--- config.mk ---
export PLATFORM = sky130hd
export DESIGN_NAME = radio_link_failure_detector_flat
export DESIGN_NICKNAME = d
export VERILOG_FILES = /design/src/rtl/rlfd_pkg.sv /design/src/rtl/rlfd_in_if.sv /design/src/rtl/rlfd_out_if.sv /design/src/rtl/rlfd_cfg_if.sv /design/src/rtl/rlfd_core.sv /design/src/rtl/radio_link_failure_detector.sv /design/src/flat_wrapper.sv
export VERILOG_INCLUDE_DIRS = /design/src /design/src/rtl
export SDC_FILE = /design/constraint.sdc
export NUM_CORES = 1
export LEC_CHECK = 0
export BUFFER_PORTS_ARGS = -buffer_cell sky130_fd_sc_hd__buf_2
export CORE_ASPECT_RATIO = 0.75
export CORE_MARGIN = 4
export CORE_UTILIZATION = 59
export DETAILED_ROUTE_END_ITERATION = 10
export GPL_ROUTABILITY_DRIVEN = 0
export PLACE_DENSITY = 0.79
export SETUP_SLACK_MARGIN = 0.15
export SLEW_MARGIN = 20
export SYNTH_ARGS = -nofsm -noshare
export SYNTH_HDL_FRONTEND = slang
export SYNTH_HIERARCHICAL = 1
export SYNTH_SLANG_ARGS = --single-unit
--- constraint.sdc ---
create_clock -name clk -period 3.87 [get_ports clk]
set_clock_uncertainty 0.1 [all_clocks]
set_input_delay 0.774 -clock clk [delete_from_list [all_inputs] [get_ports clk]]
set_output_delay 0.774 -clock clk [all_outputs]
set_load 0.03 [all_outputs]
--- src/rtl/radio_link_failure_detector_defines.svh ---
// Assertion macros shared by the RTL; empty when SYNTHESIS is set.
`ifndef RADIO_LINK_FAILURE_DETECTOR_DEFINES_SVH
`define RADIO_LINK_FAILURE_DETECTOR_DEFINES_SVH

`ifndef SYNTHESIS
`define RLFD_ASSERT_SAME(lbl, ante, cons) \
  lbl: assert property (@(posedge clk) disable iff (rst) (ante) |-> (cons)) \
    else $error("rlfd: same-cycle check failed");
`define RLFD_ASSERT_NEXT(lbl, ante, cons) \
  lbl: assert property (@(posedge clk) disable iff (rst) (ante) |=> (cons)) \
    else $error("rlfd: next-cycle check failed");
`else
`define RLFD_ASSERT_SAME(lbl, ante, cons)
`define RLFD_ASSERT_NEXT(lbl, ante, cons)
`endif

`endif

--- src/rtl/rlfd_pkg.sv ---
package rlfd_pkg;

  localparam int unsigned OOS_W      = 5;
  localparam int unsigned IS_W       = 4;
  localparam int unsigned DUR_W      = 13;
  localparam int unsigned STEP_W     = 10;
  localparam int unsigned CFG_IDX_W  = 3;
  localparam int unsigned CFG_DATA_W = 13;

  typedef enum logic [1:0] {
    FUNC_TICK        = 2'd0,
    FUNC_IN_SYNC     = 2'd1,
    FUNC_OUT_OF_SYNC = 2'd2,
    FUNC_RESET       = 2'd3
  } func_t;

  localparam logic [CFG_IDX_W-1:0] REG_OOS_LIMIT = 3'd0;
  localparam logic [CFG_IDX_W-1:0] REG_IS_LIMIT  = 3'd1;
  localparam logic [CFG_IDX_W-1:0] REG_DURATION  = 3'd2;
  localparam logic [CFG_IDX_W-1:0] REG_TICK_STEP = 3'd3;
  localparam logic [CFG_IDX_W-1:0] REG_TEST_MODE = 3'd4;

  localparam logic [OOS_W-1:0]  RST_OOS_LIMIT = 5'd1;
  localparam logic [IS_W-1:0]   RST_IS_LIMIT  = 4'd1;
  localparam logic [DUR_W-1:0]  RST_DURATION  = 13'd1000;
  localparam logic [STEP_W-1:0] RST_TICK_STEP = 10'd10;

  typedef struct packed {
    logic [OOS_W-1:0]  out_of_sync_limit;
    logic [IS_W-1:0]   in_sync_limit;
    logic [DUR_W-1:0]  failure_duration_ms;
    logic [STEP_W-1:0] tick_step_ms;
    logic              test_mode;
  } cfg_t;

  typedef struct packed {
    logic             timer_running;
    logic             link_failed;
    logic             timer_started;
    logic             timer_stopped;
    logic [OOS_W-1:0] bad_count;
    logic [IS_W-1:0]  good_count;
  } result_t;

endpackage

--- src/rtl/rlfd_in_if.sv ---
interface rlfd_in_if;
  logic                  valid;
  logic                  ready;
  rlfd_pkg::func_t       func;
  logic                  other_timer_busy;

  modport source (output valid, output func, output other_timer_busy, input ready);
  modport sink   (input valid, input func, input other_timer_busy, output ready);
endinterface

--- src/rtl/rlfd_out_if.sv ---
interface rlfd_out_if;
  logic                         valid;
  logic                         ready;
  logic                         timer_running;
  logic                         link_failed;
  logic                         timer_started;
  logic                         timer_stopped;
  logic [rlfd_pkg::OOS_W-1:0]   bad_count;
  logic [rlfd_pkg::IS_W-1:0]    good_count;

  modport source (output valid, output timer_running, output link_failed,
                  output timer_started, output timer_stopped, output bad_count,
                  output good_count, input ready);
  modport sink   (input valid, input timer_running, input link_failed,
                  input timer_started, input timer_stopped, input bad_count,
                  input good_count, output ready);
endinterface

--- src/rtl/rlfd_cfg_if.sv ---
interface rlfd_cfg_if;
  logic                              valid;
  logic                              ready;
  logic [rlfd_pkg::CFG_IDX_W-1:0]    index;
  logic [rlfd_pkg::CFG_DATA_W-1:0]   data;

  modport source (output valid, output index, output data, input ready);
  modport sink   (input valid, input index, input data, output ready);
endinterface

--- src/rtl/rlfd_core.sv ---
`include "radio_link_failure_detector_defines.svh"

module rlfd_core (
  input  logic              clk,
  input  logic              rst,
  input  logic              fire,
  input  rlfd_pkg::func_t   func,
  input  logic              other_timer_busy,
  input  rlfd_pkg::cfg_t    cfg,
  output rlfd_pkg::result_t result
);
  import rlfd_pkg::*;

  logic [OOS_W-1:0] bad_counter, bad_counter_next;
  logic [IS_W-1:0]  good_counter, good_counter_next;
  logic             timer_active, timer_active_next;
  logic [DUR_W-1:0] elapsed_ms, elapsed_ms_next;

  logic [DUR_W:0]   sum;
  logic [OOS_W-1:0] bad_inc;
  logic [IS_W-1:0]  good_inc;
  logic             failed, started, stopped;

  assign sum      = {1'b0, elapsed_ms} + {{(DUR_W + 1 - STEP_W){1'b0}}, cfg.tick_step_ms};
  assign bad_inc  = bad_counter + 1'b1;
  assign good_inc = good_counter + 1'b1;

  always_comb begin
    bad_counter_next  = bad_counter;
    good_counter_next = good_counter;
    timer_active_next = timer_active;
    elapsed_ms_next   = elapsed_ms;
    failed            = 1'b0;
    started           = 1'b0;
    stopped           = 1'b0;
    unique case (func)
      FUNC_TICK: begin
        if (timer_active) begin
          if (sum >= {1'b0, cfg.failure_duration_ms}) begin
            failed            = 1'b1;
            timer_active_next = 1'b0;
            elapsed_ms_next   = '0;
          end else begin
            elapsed_ms_next = sum[DUR_W-1:0];
          end
        end
      end
      FUNC_IN_SYNC: begin
        bad_counter_next = '0;
        if (timer_active) begin
          if (good_inc >= cfg.in_sync_limit) begin
            timer_active_next = 1'b0;
            elapsed_ms_next   = '0;
            good_counter_next = '0;
            stopped           = 1'b1;
          end else begin
            good_counter_next = good_inc;
          end
        end
      end
      FUNC_OUT_OF_SYNC: begin
        good_counter_next = '0;
        if (!(cfg.test_mode || other_timer_busy || timer_active)) begin
          if (bad_inc >= cfg.out_of_sync_limit) begin
            timer_active_next = 1'b1;
            elapsed_ms_next   = '0;
            bad_counter_next  = '0;
            started           = 1'b1;
          end else begin
            bad_counter_next = bad_inc;
          end
        end
      end
      FUNC_RESET: begin
        stopped           = timer_active;
        timer_active_next = 1'b0;
        elapsed_ms_next   = '0;
        bad_counter_next  = '0;
        good_counter_next = '0;
      end
      default: begin
        bad_counter_next = bad_counter;
      end
    endcase
  end

  assign result.timer_running = timer_active_next;
  assign result.link_failed   = failed;
  assign result.timer_started = started;
  assign result.timer_stopped = stopped;
  assign result.bad_count     = bad_counter_next;
  assign result.good_count    = good_counter_next;

  always_ff @(posedge clk) begin
    if (rst) begin
      bad_counter  <= '0;
      good_counter <= '0;
      timer_active <= 1'b0;
      elapsed_ms   <= '0;
    end else if (fire) begin
      bad_counter  <= bad_counter_next;
      good_counter <= good_counter_next;
      timer_active <= timer_active_next;
      elapsed_ms   <= elapsed_ms_next;
    end
  end

  `RLFD_ASSERT_SAME(a_idle_elapsed_zero, !timer_active, elapsed_ms == '0)
  `RLFD_ASSERT_SAME(a_running_bad_zero, timer_active, bad_counter == '0)
  `RLFD_ASSERT_SAME(a_start_only_idle, fire && started, !timer_active)
  `RLFD_ASSERT_NEXT(a_fail_stops, fire && failed, !timer_active && elapsed_ms == '0)

endmodule

--- src/rtl/radio_link_failure_detector.sv ---
// Radio link failure detector (N310/N311/T310). Accepts one tick, in-sync,
// out-of-sync or reset word per clock cycle while the result side takes them
// and returns one result word per input word, valid after the input register
// and then the result register; the counter and timer update is a single pass
// of logic between them, so back-to-back words run at full rate. Registers are
// written through cfg (ready is always high); the user must write them only
// while no word is in flight, as the block itself does not enforce it.
module radio_link_failure_detector (
  input  logic  clk,
  input  logic  rst,
  rlfd_in_if.sink    item,
  rlfd_out_if.source result,
  rlfd_cfg_if.sink   cfg
);
  import rlfd_pkg::*;

  cfg_t    regs;
  logic    stage_valid;
  func_t   stage_func;
  logic    stage_busy;
  logic    advance;
  result_t core_result;
  result_t res;
  logic    res_valid;

  assign cfg.ready  = 1'b1;
  assign advance    = stage_valid && (!res_valid || result.ready);
  assign item.ready = !stage_valid || advance;

  always_ff @(posedge clk) begin
    if (rst) begin
      regs.out_of_sync_limit   <= RST_OOS_LIMIT;
      regs.in_sync_limit       <= RST_IS_LIMIT;
      regs.failure_duration_ms <= RST_DURATION;
      regs.tick_step_ms        <= RST_TICK_STEP;
      regs.test_mode           <= 1'b0;
    end else if (cfg.valid) begin
      unique case (cfg.index)
        REG_OOS_LIMIT: regs.out_of_sync_limit   <= cfg.data[OOS_W-1:0];
        REG_IS_LIMIT:  regs.in_sync_limit       <= cfg.data[IS_W-1:0];
        REG_DURATION:  regs.failure_duration_ms <= cfg.data[DUR_W-1:0];
        REG_TICK_STEP: regs.tick_step_ms        <= cfg.data[STEP_W-1:0];
        REG_TEST_MODE: regs.test_mode           <= cfg.data[0];
        default: begin
          regs <= regs;
        end
      endcase
    end
  end

  always_ff @(posedge clk) begin
    if (rst) begin
      stage_valid <= 1'b0;
    end else if (item.ready) begin
      stage_valid <= item.valid;
    end
  end

  always_ff @(posedge clk) begin
    if (item.valid && item.ready) begin
      stage_func <= item.func;
      stage_busy <= item.other_timer_busy;
    end
  end

  rlfd_core u_core (
    .clk              (clk),
    .rst              (rst),
    .fire             (advance),
    .func             (stage_func),
    .other_timer_busy (stage_busy),
    .cfg              (regs),
    .result           (core_result)
  );

  always_ff @(posedge clk) begin
    if (rst) begin
      res_valid <= 1'b0;
    end else if (!res_valid || result.ready) begin
      res_valid <= stage_valid;
    end
  end

  always_ff @(posedge clk) begin
    if (advance) begin
      res <= core_result;
    end
  end

  assign result.valid         = res_valid;
  assign result.timer_running = res.timer_running;
  assign result.link_failed   = res.link_failed;
  assign result.timer_started = res.timer_started;
  assign result.timer_stopped = res.timer_stopped;
  assign result.bad_count     = res.bad_count;
  assign result.good_count    = res.good_count;

endmodule

--- src/flat_wrapper.sv ---
// flat-port wrapper written by rule: the top's interface ports become plain ports
module radio_link_failure_detector_flat import rlfd_pkg::*;
  (clk, rst, item_valid, item_func, item_other_timer_busy, item_ready, result_valid, result_timer_running, result_link_failed, result_timer_started, result_timer_stopped, result_bad_count, result_good_count, result_ready, cfg_valid, cfg_index, cfg_data, cfg_ready);
  rlfd_in_if item_i ();
  rlfd_out_if result_i ();
  rlfd_cfg_if cfg_i ();
  input  logic clk;
  input  logic rst;
  input wire logic [$bits(item_i.valid)-1:0] item_valid;
  input wire logic [$bits(item_i.func)-1:0] item_func;
  input wire logic [$bits(item_i.other_timer_busy)-1:0] item_other_timer_busy;
  output wire logic [$bits(item_i.ready)-1:0] item_ready;
  output wire logic [$bits(result_i.valid)-1:0] result_valid;
  output wire logic [$bits(result_i.timer_running)-1:0] result_timer_running;
  output wire logic [$bits(result_i.link_failed)-1:0] result_link_failed;
  output wire logic [$bits(result_i.timer_started)-1:0] result_timer_started;
  output wire logic [$bits(result_i.timer_stopped)-1:0] result_timer_stopped;
  output wire logic [$bits(result_i.bad_count)-1:0] result_bad_count;
  output wire logic [$bits(result_i.good_count)-1:0] result_good_count;
  input wire logic [$bits(result_i.ready)-1:0] result_ready;
  input wire logic [$bits(cfg_i.valid)-1:0] cfg_valid;
  input wire logic [$bits(cfg_i.index)-1:0] cfg_index;
  input wire logic [$bits(cfg_i.data)-1:0] cfg_data;
  output wire logic [$bits(cfg_i.ready)-1:0] cfg_ready;
  assign item_i.valid = item_valid;
  assign item_i.func = item_func;
  assign item_i.other_timer_busy = item_other_timer_busy;
  assign item_ready = item_i.ready;
  assign result_valid = result_i.valid;
  assign result_timer_running = result_i.timer_running;
  assign result_link_failed = result_i.link_failed;
  assign result_timer_started = result_i.timer_started;
  assign result_timer_stopped = result_i.timer_stopped;
  assign result_bad_count = result_i.bad_count;
  assign result_good_count = result_i.good_count;
  assign result_i.ready = result_ready;
  assign cfg_i.valid = cfg_valid;
  assign cfg_i.index = cfg_index;
  assign cfg_i.data = cfg_data;
  assign cfg_ready = cfg_i.ready;
  radio_link_failure_detector u_core (.clk(clk), .rst(rst), .item(item_i), .result(result_i), .cfg(cfg_i));
endmodule
==> run summary, run 1 <==
TNS Setup: 0 ns
total wire length: 8.98 mm
width of the die: 107 um
CP endpoint: u_core/u_core/elapsed_ms[6]$_SDFFE_PP0P_
CP max-delay cell: fa_1
Hold Crit Start: u_core/stage_valid$_SDFFE_PP0P_
chip height: 81.9 um
# Max-Cap Violations: 0
maximum VDD drop: 0.239 mV
nature of the critical path endpoint: flop
number of buffers created by CTS: 9
area grow syn2layout: 10.1%
crit-path cells: ha_1, fa_1, a211oi_2, o21ai_2, a41oi_4, nor2_1, xnor2_1, ha_1, nand3_1, a2111oi_4, a21oi_2, nor3b_4, buf_12, a22o_1
Worst setup SP type: flop
number of remaining DRC errors: 0
Synth Flop Type: dfxtp_1
layout cells sized above 1: 14.5%
Final Cycle Share: 91.0%
number of flops mapped to enable cells by yosys: 16
Final Util: 68.0%
Syn Nets: 502
Clock Latency Late Sink: 0.35 ns
CTS Sinks: 74
CP startpoint: u_core/regs[1]$_SDFFE_PP0P_
worst flop-to-flop path startpoint: u_core/regs[1]$_SDFFE_PP0P_
gr usage total: 21.0%
CTS Root Cell: clkbuf_8
Ports: 40
minimum clock period after layout: 3.52 ns
largest cells by area after synthesis: dfxtp_1 27%, edfxtp_1 11%, ha_1 9.9%
dpl hpwl: 6.46 mm
count leader, synth: dfxtp_1
flop-to-flop setup slack: 0.35 ns
CTS tree: built
Initial Util: 61.8%
first-pass GRT wire length: 14.6 mm
Avg Cell Area, Syn: 9.71 um2
f_max: 284 MHz
IO buf count: 38
Worst EP arrival: 3.65 ns
largest net degree at the start of global routing: 70
num rows: 26
vias in the first global route: 2987
synth warn: 6
Pre-antenna DRT Iters: 5
fin nets: 531
Seq. cell area: 0.00164 mm2
synth cell count leaders: 58 x dfxtp_1, 42 x nand2b_1, 34 x ha_1, 34 x nor2_1, 33 x mux2i_1
Lkg Pwr: 2.01 nW
most repeated library cell on the critical path: ha_1
fin. max-slew vios: 0
Finish-stage setup viols: 0
initial drt markers: 151
PD cells: 323 mW/mm2
Layout fillers: 568
Reg2Reg Depth: 14
actual slew at the worst max-slew pin: 1.01 ns
slowest stage delay, CP: 0.44 ns
highest net fanout along the worst path: 11
Unique masters post-synth: 61
wire per inst: 15.6 um
area occupied by multi-input gates: 0.00244 mm2
flops & latches, synth: 74
top cell type's share of synthesized area: 27.0%
via count: 3256
worst reg2reg path endpoint: u_core/u_core/elapsed_ms[6]$_SDFFE_PP0P_
Clock Pin Slew Worst Setup and Hold Paths: 0.08 ns
Final Hold Vio Count: 0
register area share after synthesis: 38.2%
grt ovf: 0
Mapped Cells: 443
Max-slew headroom: 32.8%
hold crit path type: flop to flop
initial antenna violation count: 0
worst path required time: 4.00 ns
ant diodes: 0
Syn Std Cell Area: 0.00430 mm2
status: completed
cts hold-fix bufs: 0
RSZ-0062 raised after global routing: false
critical path class: flop to flop
Die ar.: 0.00873 mm2
CTS max path bufs: 2
largest area contributor in the netlist: dfxtp_1
number of H-tree levels: 3
antenna-violating nets left: 0
asr flop ratio synth: 0%
core footprint: 0.00696 mm2
via/cell ratio: 5.66
-- worst min-delay path by stage --
stage / end / slack, ns / depth (start not counted)
3_3_place_gp: u_core/result.valid$_SDFFE_PP0P_ / 0.35 / 2
5_1_grt: u_core/result.valid$_SDFFE_PP0P_ / 0.38 / 2
3_5_place_dp: u_core/result.valid$_SDFFE_PP0P_ / 0.36 / 2
4_1_cts: u_core/result.valid$_SDFFE_PP0P_ / 0.37 / 2
2_1_floorplan: u_core/result.valid$_SDFFE_PP0P_ / 0.33 / 2
6_report: u_core/result.valid$_SDFFE_PP0P_ / 0.37 / 2
-- report_power, final --
| part | internal [mW] | total, mW | switching [mW] |
|---|---|---|---|
| Clock | 0.303 | 0.584 | 0.282 |
| Sequential | 0.804 | 0.814 | 0.00991 |
| Combinational | 0.0476 | 0.130 | 0.0822 |
| Total | 1.15 | 1.53 | 0.374 |
-- area by class of cell --
class | count | share of cell area (%)
multi-input combinational | 318 | 51.6
sequential | 74 | 34.7
timing repair buffer | 40 | 4.60
clock buffer | 12 | 3.73
tap | 98 | 2.59
inverter | 29 | 2.30
clock inverter | 4 | 0.476
-- flip-flops by register name, indices dropped and copies added (netlist names), 2 cells and up --
signal,flops
u_core/regs,33
u_core/u_core/good_counter,4
u_core/u_core/bad_counter,5
u_core/stage_func,2
u_core/result.bad_count,5
u_core/u_core/elapsed_ms,13
u_core/result.good_count,4
-- layout by cell type (no fill, tap or decap), types with 10 or more instances in the layout --
cell      synthesis  layout
dfxtp_1          58      58
nand2b_1         42      42
buf_2             4      38
nor2_1           34      34
ha_1             34      34
mux2i_1          33      33
inv_1            29      29
a21oi_1          20      20
nand2_1          18      18
edfxtp_1         16      16
a22o_1           16      16
clkbuf_8          0      11
nand3_1          10      10
-- kinds of logic after synthesis --
logic type,count (synthesis),share of synthesized area [%]
AND/OR/NAND/NOR,138,18.1
AO/OA/AOI/OAI,96,17.0
flip-flops,74,38.2
buffers and inverters,51,5.53
adder cells (fa/ha/maj),35,10.4
multiplexers,34,7.94
XOR/XNOR,14,2.85
other,1,0.0872
-- per-stage QoR --
stage          power, mW  instance area [um2]  setup slack, ns  hold WS (ns)  cells
2_1_floorplan      0.920                 4300            0.622         0.334    443
3_3_place_gp       0.956                 4490            0.213         0.346    558
3_5_place_dp       0.959                 4490           0.0840         0.357    558
4_1_cts             1.53                 4700            0.230         0.369    574
5_1_grt             1.59                 4730            0.144         0.385    575
6_report            1.53                 4730            0.347         0.366    575
-- layer usage --
| layer | share of wire (%) | GRT usage [%] |
|---|---|---|
| met1 | 50 | 31.2 |
| met2 | 43 | 30.5 |
| met3 | 6.1 | 5.66 |
| met4 | 0.59 | 4.09 |
| met5 | 0 | 0 |
-- critical path: cells and delay by family, from the launching register on --
family          cells  cell delay, ns
fa+ha+maj           3            0.97
simple gates        3            0.41
compound gates      6            1.31
flops               1            0.32
buf+inv             1            0.16
xor+xnor            1            0.13
-- repair_timing --
action / CTS / global route
gates resized for setup: 1 / 2
pin swaps: 0 / 0
setup buffers: 0 / 1
setup endpoints to repair: 11 / 12
No activity file was read; power rests on OpenSTA's default activity.
==> run 2, diff against run 1 <==
CAP_MARGIN = 10   (was default)
clock period = 3.9 ns   (was 3.87 ns; I/O delays follow)
==> run 2 against run 1 <==
  * Hold slack about the same
  * Maximum frequency shrank 1.0%
  * Register-to-register slack about the same
  * Sequential cell count unchanged
  * Die area stayed put
  * Cell count unchanged
  * Largest cell class unchanged
==> run summary, run 2 (synthesis results as in run 1) <==
status: completed (unchanged)
core footprint: 0.00696 mm2 (unchanged)
cts hold-fix bufs: 0 (unchanged)
Final Cycle Share: 91.3% (was 91.0%)
Max-slew headroom: 32.6% (was 32.8%)
dpl hpwl: 6.46 mm (unchanged)
number of buffers created by CTS: 9 (unchanged)
fin. max-slew vios: 0 (unchanged)
Pre-antenna DRT Iters: 5 (unchanged)
RSZ-0062 raised after global routing: true (was false)
Largest Register: u_core/regs (unchanged)
f_max: 281 MHz (was 284 MHz)
final standard cell area without fillers: 0.00472 mm2 (was 0.00473 mm2)
Ports: 40 (unchanged)
initial antenna violation count: 0 (unchanged)
Finish-stage setup viols: 0 (unchanged)
total wire length: 8.97 mm (was 8.98 mm)
CP max-delay cell: fa_1 (unchanged)
Layout fillers: 570 (was 568)
worst path required time: 4.03 ns (was 4.00 ns)
worst flop-to-flop path startpoint: u_core/regs[1]$_SDFFE_PP0P_ (unchanged)
Post-DP Area: 0.00449 mm2 (unchanged)
chip height: 81.9 um (unchanged)
grt ovf: 0 (unchanged)
width of the die: 107 um (unchanged)
minimum clock period after layout: 3.56 ns (was 3.52 ns)
Reg2Reg Depth: 14 (unchanged)
most frequent cells in the layout: 58 x dfxtp_1, 42 x nand2b_1, 38 x buf_2 (unchanged)
hold crit path type: flop to flop (unchanged)
dpl ws: 0.114 ns (was 0.0840 ns)
number of remaining DRC errors: 0 (unchanged)
# Max-Cap Violations: 0 (unchanged)
crit-path cells: ha_1, fa_1, a211oi_2, o21ai_2, a41oi_2, nor2_1, xnor2_1, ha_1, nand3_1, a2111oi_4, a21oi_2, nor3b_4, buf_12, a22o_1 (was ha_1, fa_1, a211oi_2, o21ai_2, a41oi_4, nor2_1, xnor2_1, ha_1, nand3_1, a2111oi_4, a21oi_2, nor3b_4, buf_12, a22o_1)
flop-to-flop setup slack: 0.34 ns (was 0.35 ns)
slowest stage delay, CP: 0.44 ns (about the same)
Final Hold Vio Count: 0 (unchanged)
vias in the first global route: 2993 (was 2987)
nature of the critical path endpoint: flop (unchanged)
Worst setup SP type: flop (unchanged)
Lkg Pwr: 2.01 nW (about the same)
hold path endpoint: u_core/result.valid$_SDFFE_PP0P_ (unchanged)
first-pass GRT wire length: 14.6 mm (about the same)
Worst Hold Depth: 2 (unchanged)
num rows: 26 (unchanged)
via count: 3272 (was 3256)
highest net fanout along the worst path: 11 (unchanged)
CTS Sinks: 74 (unchanged)
most repeated library cell on the critical path: ha_1 (unchanged)
Clock Pin Slew Worst Setup and Hold Paths: 0.08 ns (about the same)
PD cells: 321 mW/mm2 (was 323 mW/mm2)
CTS Root Cell: clkbuf_8 (unchanged)
Initial Util: 61.8% (unchanged)
Final Hold Slack: 0.366 ns (about the same)
Final WS setup: 0.340 ns (was 0.347 ns)
max reg flops: 33 (unchanged)
fin nets: 531 (unchanged)
# placed instances: 558 (unchanged)
wire per inst: 15.6 um (about the same)
via/cell ratio: 5.69 (was 5.66)
IO buf count: 38 (unchanged)
largest net degree at the start of global routing: 70 (unchanged)
commonest non-fill, non-tap cell in the layout: dfxtp_1 (unchanged)
gr usage total: 21.0% (unchanged)
Hold Crit Start: u_core/stage_valid$_SDFFE_PP0P_ (unchanged)
layout cells sized above 1: 14.5% (unchanged)
initial drt markers: 156 (was 151)
Clock Latency Late Sink: 0.34 ns (was 0.35 ns)
CTS tree: built (unchanged)
ant diodes: 0 (unchanged)
Finished Layout Cells: 575 (unchanged)
actual slew at the worst max-slew pin: 1.01 ns (about the same)
Largest regs: u_core/regs: 33 flops, u_core/u_core/elapsed_ms: 13 flops (unchanged)
TNS Setup: 0 ns (unchanged)
Final Util: 67.8% (was 68.0%)
CTS max path bufs: 2 (unchanged)
maximum VDD drop: 0.237 mV (was 0.239 mV)
critical path class: flop to flop (unchanged)
Tot Pwr: 1.52 mW (was 1.53 mW)
area grow syn2layout: 9.80% (was 10.1%)
number of H-tree levels: 3 (unchanged)
Worst EP arrival: 3.69 ns (was 3.65 ns)
worst reg2reg path endpoint: u_core/u_core/elapsed_ms[6]$_SDFFE_PP0P_ (unchanged)
Die ar.: 0.00873 mm2 (unchanged)
antenna-violating nets left: 0 (unchanged)
==> run 2: worst max-delay path: cells and delay by family (launching register included) <==
| kind | cells | cell delay, ns |
|---|---|---|
| fa+ha+maj | 3 | 0.98 |
| flops | 1 | 0.32 |
| simple gates | 3 | 0.43 |
| buf+inv | 1 | 0.16 |
| compound gates | 6 | 1.30 |
| xor+xnor | 1 | 0.14 |
==> run 2: cell type report <==
class / count / area (um2) / share of cell area [%]
Sequential cell: 74 / 1640 / 34.8
Tap cell: 98 / 123 / 2.60
Clock inverter: 4 / 22.5 / 0.477
Inverter: 29 / 109 / 2.30
Clock buffer: 12 / 176 / 3.74
Multi-Input combinational cell: 318 / 2430 / 51.5
Timing Repair Buffer: 40 / 218 / 4.61
==> run 2: where the power goes <==
group          leakage (nW)  total (mW)  switching (mW)  internal [mW]
sequential            0.623       0.807         0.00983          0.797
combinational          1.29       0.129          0.0813         0.0472
clock                0.0948       0.580           0.279          0.300
==> run 2: what timing repair did <==
action / 4_1_cts / 5_1_grt
endpoints found under the hold margin: 0 / 0
buffers inserted: 0 / 1
setup endpoints to repair: 11 / 12
pin swaps: 0 / 0
gates resized for setup: 1 / 1
==> run 2: worst max-delay path by stage <==
stage | slack [ns] | from | cells after the start | endpoint
after floorplan | 0.65 | u_core/regs[1]$_SDFFE_PP0P_ | 14 | u_core/u_core/elapsed_ms[11]$_SDFFE_PP0P_
after global placement | 0.24 | u_core/regs[1]$_SDFFE_PP0P_ | 14 | u_core/u_core/elapsed_ms[0]$_SDFFE_PP0P_
after detailed placement | 0.11 | u_core/regs[1]$_SDFFE_PP0P_ | 14 | u_core/u_core/elapsed_ms[9]$_SDFFE_PP0P_
after CTS | 0.26 | u_core/regs[1]$_SDFFE_PP0P_ | 14 | u_core/u_core/elapsed_ms[6]$_SDFFE_PP0P_
after global routing | 0.14 | u_core/regs[1]$_SDFFE_PP0P_ | 14 | u_core/u_core/elapsed_ms[11]$_SDFFE_PP0P_
final | 0.34 | u_core/regs[1]$_SDFFE_PP0P_ | 14 | u_core/u_core/elapsed_ms[6]$_SDFFE_PP0P_
==> run 2: layer usage <==
| metal | vias to the layer above | track usage, % | routed length (um) |
|---|---|---|---|
| li1 | 1650 | - | - |
| met3 | 9 | 5.58 | 485 |
| met4 | 0 | 4.09 | 59 |
| met5 | - | 0 | 0 |
| met2 | 84 | 30.5 | 3830 |
| met1 | 1529 | 31.2 | 4600 |
==> run 3, diff against run 2 <==
CORE_UTILIZATION = 60   (was 59)
PLACE_DENSITY = 0.77   (was 0.79)
==> run 3 against run 2 <==
  * Utilization is 0.64 points higher
  * First-iteration DRC count is 17% higher
  * Wire length is 5.5% higher
  * Critical endpoint is now u_core/u_core/elapsed_ms[10]$_SDFFE_PP0P_
  * Largest cell class unchanged
  * Sequential power hardly changed
==> run summary, run 3 (synthesis results as in run 1) <==
vias in the first global route: 3207 (was 2993)
total wire length: 9.47 mm (was 8.97 mm)
minimum clock period after layout: 3.63 ns (was 3.56 ns)
CTS max path bufs: 2 (unchanged)
hold crit path type: flop to flop (unchanged)
f_max: 275 MHz (was 281 MHz)
CTS Sinks: 74 (unchanged)
PD cells: 333 mW/mm2 (was 321 mW/mm2)
gr usage total: 23.1% (was 21.0%)
highest net fanout along the worst path: 5 (was 11)
Die ar.: 0.00860 mm2 (was 0.00873 mm2)
Layout fillers: 572 (was 570)
area occupied by multi-input gates: 0.00243 mm2 (about the same)
Tot Pwr: 1.57 mW (was 1.52 mW)
num rows: 26 (unchanged)
commonest non-fill, non-tap cell in the layout: dfxtp_1 (unchanged)
Clock Latency Late Sink: 0.35 ns (was 0.34 ns)
number of remaining DRC errors: 0 (unchanged)
Initial Util: 62.4% (was 61.8%)
IO buf count: 38 (unchanged)
Seq. cell area: 0.00164 mm2 (unchanged)
fin nets: 532 (was 531)
dpl hpwl: 6.85 mm (was 6.46 mm)
Final Hold Vio Count: 0 (unchanged)
Worst setup SP type: flop (unchanged)
first-pass GRT wire length: 15.6 mm (was 14.6 mm)
CP startpoint: u_core/regs[1]$_SDFFE_PP0P_ (unchanged)
maximum VDD drop: 0.300 mV (was 0.237 mV)
nature of the critical path endpoint: flop (unchanged)
Finished Layout Cells: 576 (was 575)
Largest Register: u_core/regs (unchanged)
width of the die: 106 um (was 107 um)
RSZ-0062 raised after global routing: true (unchanged)
area grow syn2layout: 9.80% (unchanged)
initial antenna violation count: 0 (unchanged)
Final Util: 68.5% (was 67.8%)
worst path required time: 4.10 ns (was 4.03 ns)
Hold Crit Start: u_core/regs[27]$_SDFFE_PP0P_ (was u_core/stage_valid$_SDFFE_PP0P_)
TNS Setup: 0 ns (unchanged)
Final WS setup: 0.267 ns (was 0.340 ns)
most frequent cells in the layout: 58 x dfxtp_1, 42 x nand2b_1, 38 x buf_2 (unchanged)
# placed instances: 558 (unchanged)
Final Cycle Share: 93.1% (was 91.3%)
chip height: 81.3 um (was 81.9 um)
worst flop-to-flop path startpoint: u_core/regs[1]$_SDFFE_PP0P_ (unchanged)
Lkg Pwr: 2.02 nW (was 2.01 nW)
antenna-violating nets left: 0 (unchanged)
Pre-antenna DRT Iters: 4 (was 5)
Worst EP arrival: 3.83 ns (was 3.69 ns)
number of buffers created by CTS: 9 (unchanged)
Largest regs: u_core/regs: 33 flops, u_core/u_core/elapsed_ms: 13 flops (unchanged)
dpl ws: 0.0757 ns (was 0.114 ns)
CTS Root Cell: clkbuf_8 (unchanged)
ant diodes: 0 (unchanged)
layout cells sized above 1: 14.4% (was 14.5%)
fin. max-slew vios: 0 (unchanged)
critical path class: flop to flop (unchanged)
number of H-tree levels: 3 (unchanged)
Max-slew headroom: 30.8% (was 32.6%)
core footprint: 0.00690 mm2 (was 0.00696 mm2)
Ports: 40 (unchanged)
# Max-Cap Violations: 0 (unchanged)
CTS tree: built (unchanged)
via count: 3316 (was 3272)
max reg flops: 33 (unchanged)
wire per inst: 16.4 um (was 15.6 um)
largest net degree at the start of global routing: 70 (unchanged)
grt ovf: 0 (unchanged)
initial drt markers: 183 (was 156)
Clock Pin Slew Worst Setup and Hold Paths: 0.07 ns (was 0.08 ns)
Finish-stage setup viols: 0 (unchanged)
via/cell ratio: 5.76 (was 5.69)
status: completed (unchanged)
actual slew at the worst max-slew pin: 1.04 ns (was 1.01 ns)
==> run 3: cell count changes in the layout (fill, tap and decap cells not counted), sizes merged <==
| cell | delta |
|---|---|
| bufinv | +2 |
| clkbuf | -2 |
| buf | +1 |
| clkinv | +1 |
| clkinvlp | -1 |
==> run 3: critical path, cell delays in order, from the launching register on <==
cell      delay, ns
dfxtp_1        0.32
ha_1           0.24
fa_1           0.45
a211oi_2       0.34
o21ai_2        0.12
a41oi_2        0.29
nor2_1         0.11
xnor2_1        0.14
ha_1           0.18
a41o_1         0.20
a21oi_1        0.13
o21ai_1        0.12
a211oi_1       0.42
o211ai_1       0.18
a21bo_1        0.21
==> run 3: stage by stage <==
| step | hold slack [ns] | area, um2 |
|---|---|---|
| after floorplan | 0.334 | 4300 |
| after global placement | 0.347 | 4490 |
| after detailed placement | 0.362 | 4490 |
| after CTS | 0.379 | 4710 |
| after global routing | 0.409 | 4720 |
| final | 0.381 | 4720 |
==> run 3: layout make-up <==
class                      instances  area share [%]
clock inverter                     6            1.72
tap                               98            2.60
multi-input combinational        318            51.4
sequential                        74            34.8
inverter                          29            2.30
clock buffer                      10            2.70
timing repair buffer              41            4.50
==> run 3: path summary, 6_finish.rpt <==
| kind | end | slack, ns | depth (start not counted) |
|---|---|---|---|
| min reg2reg | u_core/regs[27]$_SDFFE_PP0P_ | 0.38 | 2 |
| max reg2reg | u_core/u_core/elapsed_ms[10]$_SDFFE_PP0P_ | 0.27 | 14 |
| max | u_core/u_core/elapsed_ms[10]$_SDFFE_PP0P_ | 0.27 | 14 |
| min | u_core/regs[27]$_SDFFE_PP0P_ | 0.38 | 2 |
==> run 3: where the power goes <==
group | switching, mW | total, mW | leakage [nW] | internal [mW]
logic | 0.0824 | 0.130 | 1.29 | 0.0473
clock network | 0.279 | 0.635 | 0.104 | 0.356
registers | 0.00998 | 0.807 | 0.623 | 0.797
total | 0.372 | 1.57 | 2.02 | 1.20
==> run 3: what timing repair did <==
| action | in CTS | in global routing |
|---|---|---|
| setup endpoints to repair | 11 | 12 |
| hold buffers | 0 | 0 |
| setup buffers | 0 | 2 |
| endpoints found under the hold margin | 0 | 0 |
| gates resized for setup | 1 | 0 |
==> run 3: metal layers <==
metal | vias up | global-route usage, % | routed length, um
li1 | 1639 | - | -
met1 | 1585 | 33.8 | 4720
met2 | 86 | 34.7 | 4110
met3 | 6 | 5.80 | 562
met4 | 0 | 4.79 | 72
met5 | - | 0 | 0
